### config.mk
export PLATFORM = sky130hd
export DESIGN_NAME = ffra_ram
export DESIGN_NICKNAME = d
export VERILOG_FILES = /design/src/ffra_ram.sv
export SDC_FILE = /design/constraint.sdc
export NUM_CORES = 1
export LEC_CHECK = 0
export ABC_AREA = 1
export BUFFER_PORTS_ARGS = -buffer_cell sky130_fd_sc_hd__clkbuf_2
export CORE_ASPECT_RATIO = 0.6
export CORE_MARGIN = 4
export CORE_UTILIZATION = 50
export DETAILED_ROUTE_END_ITERATION = 6
export PLACE_DENSITY_LB_ADDON = 0.3
export SLEW_MARGIN = 20
export SYNTH_ARGS = -nofsm -noshare
export SYNTH_HDL_FRONTEND = slang
export SYNTH_SLANG_ARGS = --single-unit
### constraint.sdc
create_clock -name clk -period 2.35 [get_ports clk]
set_input_delay 0.1175 -clock clk [delete_from_list [all_inputs] [get_ports clk]]
set_output_delay 0.1175 -clock clk [all_outputs]
set_load 0.01 [all_outputs]
### src/ffra_ram.sv
`default_nettype none
module ffra_ram #(
    parameter int WIDTH = 8,
    parameter int DEPTH = 16
) (
    input  wire logic                     clk,
    input  wire logic                     we,
    input  wire logic [$clog2(DEPTH)-1:0] waddr,
    input  wire logic [WIDTH-1:0]         wdata,
    input  wire logic [$clog2(DEPTH)-1:0] raddr,
    output logic      [WIDTH-1:0]         rdata
);

    logic [WIDTH-1:0] mem_reg [DEPTH];
    logic [WIDTH-1:0] rdata_reg;

    always_ff @(posedge clk)
    begin
        if (we)
        begin
            mem_reg[waddr] <= wdata;
        end
        rdata_reg <= mem_reg[raddr];
    end

    assign rdata = rdata_reg;

endmodule
`default_nettype wire

==> impl_metrics.tcl <==
set metrics [dict create \
    ys_ff_latch 136 \
    crit_type "in2reg" \
    dp_cells 715 \
    syn_avg_cell_area_um2 10.47 \
    start_util_pct 51.04 \
    instances_no_fill 746 \
    worstSetupStartpointType "primary input" \
    arrival_ns 1.23 \
    ir_worst_vdd_mv 0.6220 \
    grt_use_met2_pct 29.03 \
    netlist_instances 551 \
    place.gp.congestion 0.9286 \
    antenna_cells 0 \
    core_area_mm2 0.01130 \
    hold_buffers 0 \
    port-buffer-count 25 \
    clock_sinks 136 \
    cts.clk_slew.worst_paths_ns 0.05 \
    cts_resized 0 \
    fmax_ghz 0.8292 \
    status "finished, final reports clean" \
    vias 3889 \
    final_max_slew_viol_count 0 \
    p_total_mw 5.326 \
    setup_slack_ns 1.144 \
    cts_buffers 17 \
    synth_cell_type_count 12 \
    combPwrFrac_pct 6.2 \
    drt_first_iter_violations 465 \
    period_needed_ns 1.206 \
    hp-class "in2reg" \
    fin_worst_skew_ns 0.003752 \
    cts.htree.levels 4 \
    drv_cap 0 \
    wl_per_cell_um 18.38 \
    yosysWarnings 0 \
    die_y_um 91.19 \
    final_cell_mix "nand2_1 (173), edfxtp_1 (128), inv_1 (100)" \
    worst_pin_slew_ns 0.9584 \
    drcViolationCount 0 \
    pre_cts_ws_ns 0.7271 \
    tns_ns 0 \
    clockBufferDepth 2 \
    grt_overflow 0 \
    dieArea_mm2 0.01337 \
    pin_count 26 \
    dieWidth_um 146.6 \
    p_clk_share_pct 42.4 \
    yosysSeqAreaShare_pct 69.43 \
    vias_per_cell 5.213 \
    cellPowerDensity_mw_per_mm2 824.7 \
    grt_pass1_vias 3724 \
    finalCritPeriodShare_pct 51.32 \
    met1_usage_pct 33.59 \
    syn_nets 569 \
    row_count 30 \
    reg2reg_setup_slack_ns 1.26 \
    p_sw_mw 1.206 \
    firstDrtPassIters 5 \
    leakagePower_nw 2.779 \
    root_buffer "clkbuf_16" \
    seqPwrFrac_pct 51.4 \
    final_common_cell "nand2_1" \
    end_kind "register" \
    p_sw_share_pct 22.64 \
    critPathRequiredTime_ns 2.38 \
    wl_um 13720 \
    grt_max_degree 65 \
    critPathMaxFanout 8 \
    syn_area_mm2 0.005767 \
    largest_reg_flops 128 \
    grt.busiest_layer "met1" \
    area_delta_synth_final_pct 11.98 \
    grt_usage_pct 21.66 \
    rsz0062_at_grt "false" \
    cts_tree "yes" \
    clk_latency_ns 0.41 \
    drive_gt1_share_pct 9.556 \
    ant_nets 0 \
    finalNetCount 592 \
    hpwl_um 8720 \
    grt_pass1_wl_um 21560 \
    finalHoldViolations 0 \
    maxSlewHeadroom_pct 35.87 \
    power.internal_mw 4.120 \
    antenna_found_initial 0 \
    grtUsageMet3_pct 6.933 \
    postCtsSetupBuffers 0 \
    setup_violations 0 \
]
-- critical path: stages --
cell and delay [ns]:
clkbuf_2 0.11, nand3_1 0.21, nor2_1 0.79
-- cells in the mapped netlist --
cell type / n / share of area (%)
nand2_1: 173 / 11
edfxtp_1: 128 / 67
inv_1: 100 / 6.5
nand3_1: 97 / 8.4
nor2_1: 17 / 1.1
buf_2: 13 / 1.1
dfxtp_1: 8 / 2.8
buf_6: 6 / 1.2
buf_4: 4 / 0.52
inv_2: 2 / 0.13
nand3b_1: 2 / 0.26
buf_1: 1 / 0.065
-- final timing paths --
path,depth (start not counted),start,end
worst max-delay path,3,we,mem_reg[13][2]
worst min-delay path,3,raddr[3],rdata[6]
worst max register to register,6,mem_reg[13][3],rdata[3]
worst min register to register,6,mem_reg[12][2],rdata[2]
-- per-stage QoR --
step	hold WS (ns)	utilization, %	cell area (um2)
after floorplan	0.2164	-	5767
after global placement	0.5079	52.76	5961
after detailed placement	0.4950	52.76	5961
after CTS	0.06715	57.15	6457
after global routing	0.1080	57.15	6457
final	0.08302	57.15	6457
-- cell type report --
type,count,area [um2]
Inverter,102,382.9
Clock buffer,20,436.7
Clock inverter,11,60.06
Sequential cell,136,4004
Tap cell,160,200.2
Multi-Input combinational cell,289,1214
Timing Repair Buffer,28,160.2
Fill cell,967,4841
-- power by group through the flow --
stage	combinational (mW)	clock (mW)	sequential (mW)
after floorplan	0.191	0	2.78
after global placement	0.324	0	2.78
after detailed placement	0.326	0	2.78
after CTS	0.329	2.27	2.73
after global routing	0.370	2.40	2.74
final	0.331	2.26	2.73
-- cell families after synthesis --
family                 share of synthesized area, %
and+or+nand+nor                               21.05
DFF                                           69.43
buffers and inverters                         9.525
-- metal layers --
metal	part of all wire (%)	vias to the layer above
li1	-	1815
met4	0.66	0
met5	0	-
met3	10	11
met2	42	192
met1	47	1871
(Power assumes the default switching activity.)
