**src/ffra_alu.sv**
```systemverilog
`default_nettype none
module ffra_alu #(
    parameter int W = 32
) (
    input  wire logic [W-1:0] a,
    input  wire logic [W-1:0] b,
    input  wire logic         sub,
    output logic      [W-1:0] result,
    output logic              borrow
);

    logic [W:0] sum;

    // subtract as a plus inverted b plus one
    assign sum    = {1'b0, a} + {1'b0, b ^ {W{sub}}} + (W+1)'(sub);
    assign result = sum[W-1:0];
    assign borrow = sub & ~sum[W];

endmodule
`default_nettype wire

```
**config.mk**
```make
export PLATFORM = sky130hd
export DESIGN_NAME = ffra_alu
export DESIGN_NICKNAME = d
export VERILOG_FILES = /design/src/ffra_alu.sv
export SDC_FILE = /design/constraint.sdc
export NUM_CORES = 1
export LEC_CHECK = 0
export ABC_AREA = 1
export BUFFER_PORTS_ARGS = -buffer_cell sky130_fd_sc_hd__buf_2
export CORE_MARGIN = 2
export CORE_UTILIZATION = 40
export DETAILED_ROUTE_END_ITERATION = 10
export GPL_ROUTABILITY_DRIVEN = 0
export GPL_TIMING_DRIVEN = 0
export PLACE_DENSITY = 0.77
export SYNTH_ARGS = -nofsm -noshare
export SYNTH_HDL_FRONTEND = slang
export SYNTH_SLANG_ARGS = --single-unit
```
**constraint.sdc**
```tcl
create_clock -name vclk -period 2.5
set_input_delay 0.375 -clock vclk [all_inputs]
set_output_delay 0.375 -clock vclk [all_outputs]
set_load 0.1 [all_outputs]
```
==> impl_metrics.csv, run 1 <==
group,metric,value,unit
setup_path,cp.depth,15,
worst_hold_path,min_path_type,"input port to output port",
place,place_ws,-0.7413,ns
setup_path,cpMostUsedCell,"nand2_1",
timing,finalHoldViolations,0,
route,wirelength,19720,µm
floorplan,die-area,7108,µm²
global_routing,overflow,0,
floorplan,io_pins,98,
place,dp_hpwl,7430,µm
power,p_leak,2.848,nW
setup_path,start_kind,"input port",
synthesis,postSynthAreaPerCell,5.353,µm²
route,wl_per_cell,27.97,µm
run,drv_cap,0,
route,viasPerCell,6.872,
global_routing,antenna_found_initial,0,
setup_path,crit_path_end_kind,"output port",
timing,period_minus_slack,3.139,ns
layout,nNetsFinal,727,
timing,final-setup-viol-count,30,
global_routing,grt_start_max_net_pins,11,
floorplan,die_x,84.31,µm
layout,seqCellArea,0,µm²
timing,fmax,0.3186,GHz
layout,n_antenna_cell,0,
place,dpl_cell_area,3988,µm²
power,powerDensity,695.6,nW/µm²
synthesis,synthesis.area,2580,µm²
place,dp_cells,656,
setup_path,path_delay_family,"simple AND/OR/NAND/NOR gates",
power,finalPower,4.186,mW
setup_path,max_stage_delay,0.26,ns
status,status,"complete, but fails checks",
synthesis,synth_fp_nets,579,
global_routing,grt_pass1_vias,4008,
layout,drive_gt1_share,64.97,%
layout,seq_cells,0,
layout,instances_no_fill,705,
worst_hold_path,min_path_cells,3,
floorplan,die_h,84.31,µm
floorplan,core,6277,µm²
synthesis,ys_warn_count,0,
setup_path,crit_required,2.12,ns
setup_path,slowest_stage,"ha_4",
layout,clock_buffers,0,
route,drtPass1Iterations,9,
setup_path,worstSetupPathType,"input port to output port",
floorplan,initial_core_util,41.10,%
setup_path,crit_arrival,2.76,ns
floorplan,rows,29,
global_routing,grt_pass1_wl,18710,µm
timing,finalMaxSlewViolations,0,
setup_path,cp_max_fo,8,
synthesis,synthCells,482,
route,drt_iter0_markers,642,
place,portBuffers,97,
synthesis,yosysSeqAreaShare,0,%
timing,slew_headroom,67.29,%
power,peakVddDrop,0.0008317,V
layout,syn2layout_area_growth,133.2,%
timing,fin_ws,-0.6385,ns
route,ant_nets,0,
timing,tightest_slew,0.4940,ns
setup_path,critical_path_buf_inv_count,5,
layout,postLayoutCoreUtil,95.85,%
status,violations,"negative setup slack",
layout,design_area,6017,µm²
global_routing,track_usage,32.23,%
route,num_vias,4845,
synthesis,yosysUniqueCellTypes,27,
setup_path,worstPathCellList,"buf_16 > buf_16 > xor2_2 > ha_4 > nand2_4 > inv_1 > nand2_1 > nand2_1 > inv_1 > nand2_1 > a21oi_2 > nand2_1 > nand2_2 > nand2_8 > buf_12",
clock_tree,cts_hold_buf,0,
route,drcViolationCount,0,
timing,rsz0062_at_grt,"yes",
timing,finalCritPeriodShare,125.5,%
[path summary, 6_finish.rpt]
path,from,slack (ns),endpoint
max,sub,-0.64,result[26]
min,a[0],1.22,result[0]
[per-layer routing]
layer  global-route usage, %  routed length (µm)  vias up
met1                   34.94                5904     2119
li1                        -                   -     1767
met2                   61.18                8609      640
met4                   13.78                2516        0
met3                   5.211                2685      319
met5                       0                   0        -
[cells in the final DEF (no fill, tap or decap), types with 3 or more instances in the layout]
cell / synthesis / routed
o21ai_2: 0 / 3
a21oi_4: 0 / 11
a21oi_1: 32 / 6
nand2_8: 0 / 15
nand3_1: 27 / 7
ha_1: 31 / 8
nand3_4: 0 / 6
nor3_4: 2 / 4
nor2_2: 5 / 13
nand2_4: 0 / 36
nand3_2: 4 / 18
nor2_4: 0 / 14
ha_4: 0 / 23
nand2_2: 15 / 45
buf_2: 3 / 67
buf_6: 0 / 9
inv_1: 85 / 74
buf_16: 0 / 3
buf_12: 0 / 34
nor2_1: 45 / 23
xor2_4: 0 / 18
xor2_1: 44 / 10
xor2_2: 0 / 16
o21ai_0: 12 / 6
o21bai_1: 4 / 3
a21oi_2: 1 / 16
nand2_1: 154 / 73
o21ai_1: 2 / 5
inv_2: 2 / 13
buf_4: 1 / 35
[per-stage QoR]
stage / hold slack [ns] / setup TNS, ns
floorplan: 1.136 / -2.858
global placement: 1.183 / -12.22
detailed placement: 1.198 / -13.28
CTS: 1.199 / -2.983
global route: 1.227 / -10.82
finish: 1.219 / -10.16
[layout make-up]
cell class / instances / area [µm²]
fillers: 137 / 260.3
plain buffers: 4 / 82.58
well taps: 77 / 96.34
multi-input cells: 391 / 4101
inverters: 87 / 326.6
repair buffers: 146 / 1410
[power breakdown]
| part | switching, mW | total [mW] | internal (mW) | leakage [nW] |
|---|---|---|---|---|
| Sequential | 0 | 0 | 0 | 0 |
| Clock | 0 | 0 | 0 | 0 |
| Combinational | 2.71 | 4.19 | 1.47 | 2.85 |
| Total | 2.71 | 4.19 | 1.47 | 2.85 |
[kinds of logic (layout without fill, tap and decap cells)]
group | Yosys count | after routing | share of synthesized area (%)
AO/OA/AOI/OAI | 53 | 53 | 11.01
XOR/XNOR | 47 | 47 | 15.96
AND/OR/NAND/NOR | 259 | 259 | 43.70
adder cells (fa/ha/maj) | 32 | 32 | 15.81
buffers and inverters | 91 | 237 | 13.53
[cell usage after synthesis]
cell type / count / area [µm²]
and2_4: 1 / 8.760
nand3_2: 4 / 40.04
nor3_2: 1 / 10.01
a21oi_2: 1 / 8.760
o21bai_1: 4 / 30.03
a21oi_1: 32 / 160.2
nor2_2: 5 / 31.28
nand2_1: 154 / 578.1
buf_2: 3 / 15.01
o211ai_1: 1 / 7.510
xor2_1: 44 / 385.4
buf_4: 1 / 7.510
o21ai_0: 12 / 60.06
nand2_2: 15 / 93.84
inv_1: 85 / 319.1
ha_1: 31 / 387.9
nand3_1: 27 / 135.1
nor3_4: 2 / 32.53
nor3_1: 3 / 15.01
xnor2_1: 3 / 26.28
o21ai_1: 2 / 10.01
nand4_1: 1 / 6.260
nor2_1: 45 / 168.9
fa_1: 1 / 20.02
nand3b_1: 1 / 7.510
a211oi_1: 1 / 7.510
inv_2: 2 / 7.510
[repair_timing]
action | in CTS | in global routing
setup endpoints to repair | 28 | 30
resized for setup | 214 | 139
pin swaps | 38 | 64
buffers inserted | 29 | 18
gates cloned | 2 | 0
[worst min-delay path: cells and delay by family]
kind	cells	cell delay, ns
xor gates and xnor gates	1	0.07
buffers and inverters	2	0.39
Note: power is estimated with default switching activity, not from simulation.
==> inputs of run 2 (changes only) <==
- CORE_UTILIZATION: 40 -> 53
- PLACE_DENSITY: 0.77 -> 0.95
- REMOVE_ABC_BUFFERS: default -> 1
==> impl_metrics.csv, run 2 <==
group,metric,value,unit
floorplan,die_x,73.77,µm
status,firstError,"[ERROR DPL-0038] Utilization greater than 100%, impossible to legalize",
synthesis,synth.area.top_cells,"nand2_1, ha_1, xor2_1",
place,dpl_cell_area,3132,µm²
global_routing,grt_start_max_net_pins,10,
timing,worst_path_end_type,"primary output",
synthesis,yosysSeqAreaShare,0,%
synthesis,synth.largest_area_cell,"nand2_1",
status,status,"did not finish",
synthesis,postSynthAreaPerCell,5.353,µm²
floorplan,rows,25,
synthesis,synthesis.area,2580,µm²
synthesis,synth_top_area_share,22.41,%
status,haltStage,"global routing (5_1_grt)",
place,portBuffers,98,
synthesis,synth.most_common_cell,"nand2_1",
floorplan,io_pins,98,
synthesis,synth_commonest_cells,"nand2_1, inv_1, nor2_1, xor2_1, a21oi_1",
floorplan,die_h,73.77,µm
synthesis,yosysUniqueCellTypes,27,
floorplan,initial_core_util,54.62,%
synthesis,ys_warn_count,0,
synthesis,synthCells,482,
timing,crit_endpoint,"result[29]",
place,dp_hpwl,6440,µm
## run 2: cell counts after synthesis
Identical to the previous run, type by type.
## run 2: cells by family after synthesis
kind of cell,synth area share (%)
simple gates,43.70
buf+inv,13.53
compound gates,11.01
xor+xnor,15.96
fa+ha+maj,15.81
## run 2: through the flow
stage	worst slack, ns	hold slack [ns]	std cells	util [%]	TNS [ns]
3_3_place_gp	-0.9592	1.181	643	66.30	-22.47
2_1_floorplan	-0.8850	1.191	478	-	-12.30
3_5_place_dp	-1.044	1.183	643	66.30	-24.80
4_1_cts	-0.01896	1.157	663	81.11	-0.06237
## run 2: what timing repair did
| item | 4_1_cts |
|---|---|
| gates cloned | 3 |
| setup buffers | 17 |
| pin swaps | 47 |
| hold buffers | 0 |
| setup endpoints to repair | 32 |
| resized for setup | 139 |
==> inputs of run 3 (changes only) <==
- CORE_UTILIZATION: 53 -> 40
- PLACE_DENSITY: 0.95 -> default
- PLACE_DENSITY_LB_ADDON: default -> 0.15
==> impl_metrics.csv, run 3 (synthesis gave the netlist of run 1 again) <==
group,metric,value,unit
global_routing,grt_start_max_net_pins,9,
power,peakVddDrop,0.0005859,V
global_routing,top_usage_layer,"met2",
floorplan,die-area,7108,µm²
global_routing,met2_usage,42.86,%
setup_path,crit_required,2.12,ns
setup_path,worstSetupPathType,"input port to output port",
worst_hold_path,min_path_type,"input port to output port",
global_routing,met3_usage,0.7866,%
place,place_ws,-1.096,ns
power,powerDensity,673.3,nW/µm²
layout,clock_buffers,0,
floorplan,die_h,84.31,µm
layout,nNetsFinal,710,
status,status,"complete, but fails checks",
route,wl_per_cell,15.13,µm
route,wirelength,10410,µm
layout,num-fill-cells,450,
floorplan,die_x,84.31,µm
floorplan,rows,29,
route,drt_iter0_markers,221,
global_routing,grt_pass1_vias,3308,
layout,design_area,4772,µm²
floorplan,io_pins,98,
route,drcViolationCount,0,
layout,final_common_cell,"nand2_1",
place,dpl_cell_area,3144,µm²
global_routing,grtUsageMet1,32.76,%
route,num_vias,3631,
place,portBuffers,98,
global_routing,grt_pass1_wl,14380,µm
layout,seq_cells,0,
timing,finalHoldViolations,0,
global_routing,track_usage,23.91,%
route,ant_nets,0,
setup_path,crit_arrival,2.22,ns
route,drtPass1Iterations,5,
setup_path,cp_max_fo,5,
timing,finalCritPeriodShare,103.8,%
run,drv_cap,0,
route,viasPerCell,5.278,
global_routing,antenna_found_initial,0,
timing,period_minus_slack,2.596,ns
timing,finalMaxSlewViolations,0,
floorplan,core,6277,µm²
layout,seqCellArea,0,µm²
setup_path,start_kind,"input port",
layout,mostFrequentLayoutCells,"nand2_1, inv_1, nand2_2",
timing,slew_headroom,67.64,%
timing,fmax,0.3853,GHz
layout,postLayoutCoreUtil,76.02,%
layout,drive_gt1_share,54.34,%
status,violations,"negative setup slack",
floorplan,initial_core_util,41.10,%
layout,n_antenna_cell,0,
timing,final-setup-viol-count,14,
timing,rsz0062_at_grt,"yes",
place,dp_hpwl,6361,µm
timing,fin_ws,-0.09562,ns
setup_path,crit_path_end_kind,"output port",
timing,holdWs,1.216,ns
layout,syn2layout_area_growth,84.97,%
global_routing,overflow,0,
timing,tightest_slew,0.4888,ns
power,p_leak,2.455,nW
## run 3: area by class of cell
class	instances	area [µm²]	share of cell area, %
well taps	77	96.34	2.019
inverters	87	326.6	6.843
multi-input cells	391	3103	65.02
repair buffers	133	1246	26.11
## run 3: final timing paths
kind  startpoint          to  cells past startpoint
max          sub  result[28]                     12
min         a[0]   result[0]                      3
## run 3: report_power, final
part | total (mW) | internal, mW | switching (mW)
registers | 0 | 0 | 0
clock network | 0 | 0 | 0
logic | 3.21 | 1.09 | 2.13
total | 3.21 | 1.09 | 2.13
## run 3: what timing repair did
action	in CTS	in global routing
endpoints found under the setup margin	32	28
pin swaps	61	70
buffers inserted	22	9
cloned	4	0
gates resized for setup	168	152
hold buffers	0	0
## run 3: per-stage QoR
step                TNS (ns)  power, mW  std cells
global placement      -24.47      2.212        653
global route          -2.209      3.347        688
floorplan             -12.30      1.844        478
finish               -0.4602      3.213        688
CTS                 -0.06701      2.736        679
detailed placement    -25.72      2.219        653
## run 3: critical path, stage by stage
cell	delay, ns
buf_16	0.13
xor2_1	0.16
ha_2	0.41
nand2_2	0.13
nor2_2	0.17
nand3_1	0.16
nand3_4	0.17
nand3_2	0.10
nand2_1	0.09
nand2_1	0.06
nand2_2	0.09
buf_12	0.17
## run 3: layer usage
metal  part of all wire, %  vias up  wire length [µm]
li1                      -     1742                 -
met1                    40     1673              4192
met2                    51      185              5291
met3                   6.0       31               622
met4                   2.9        0               303
met5                     0        -                 0
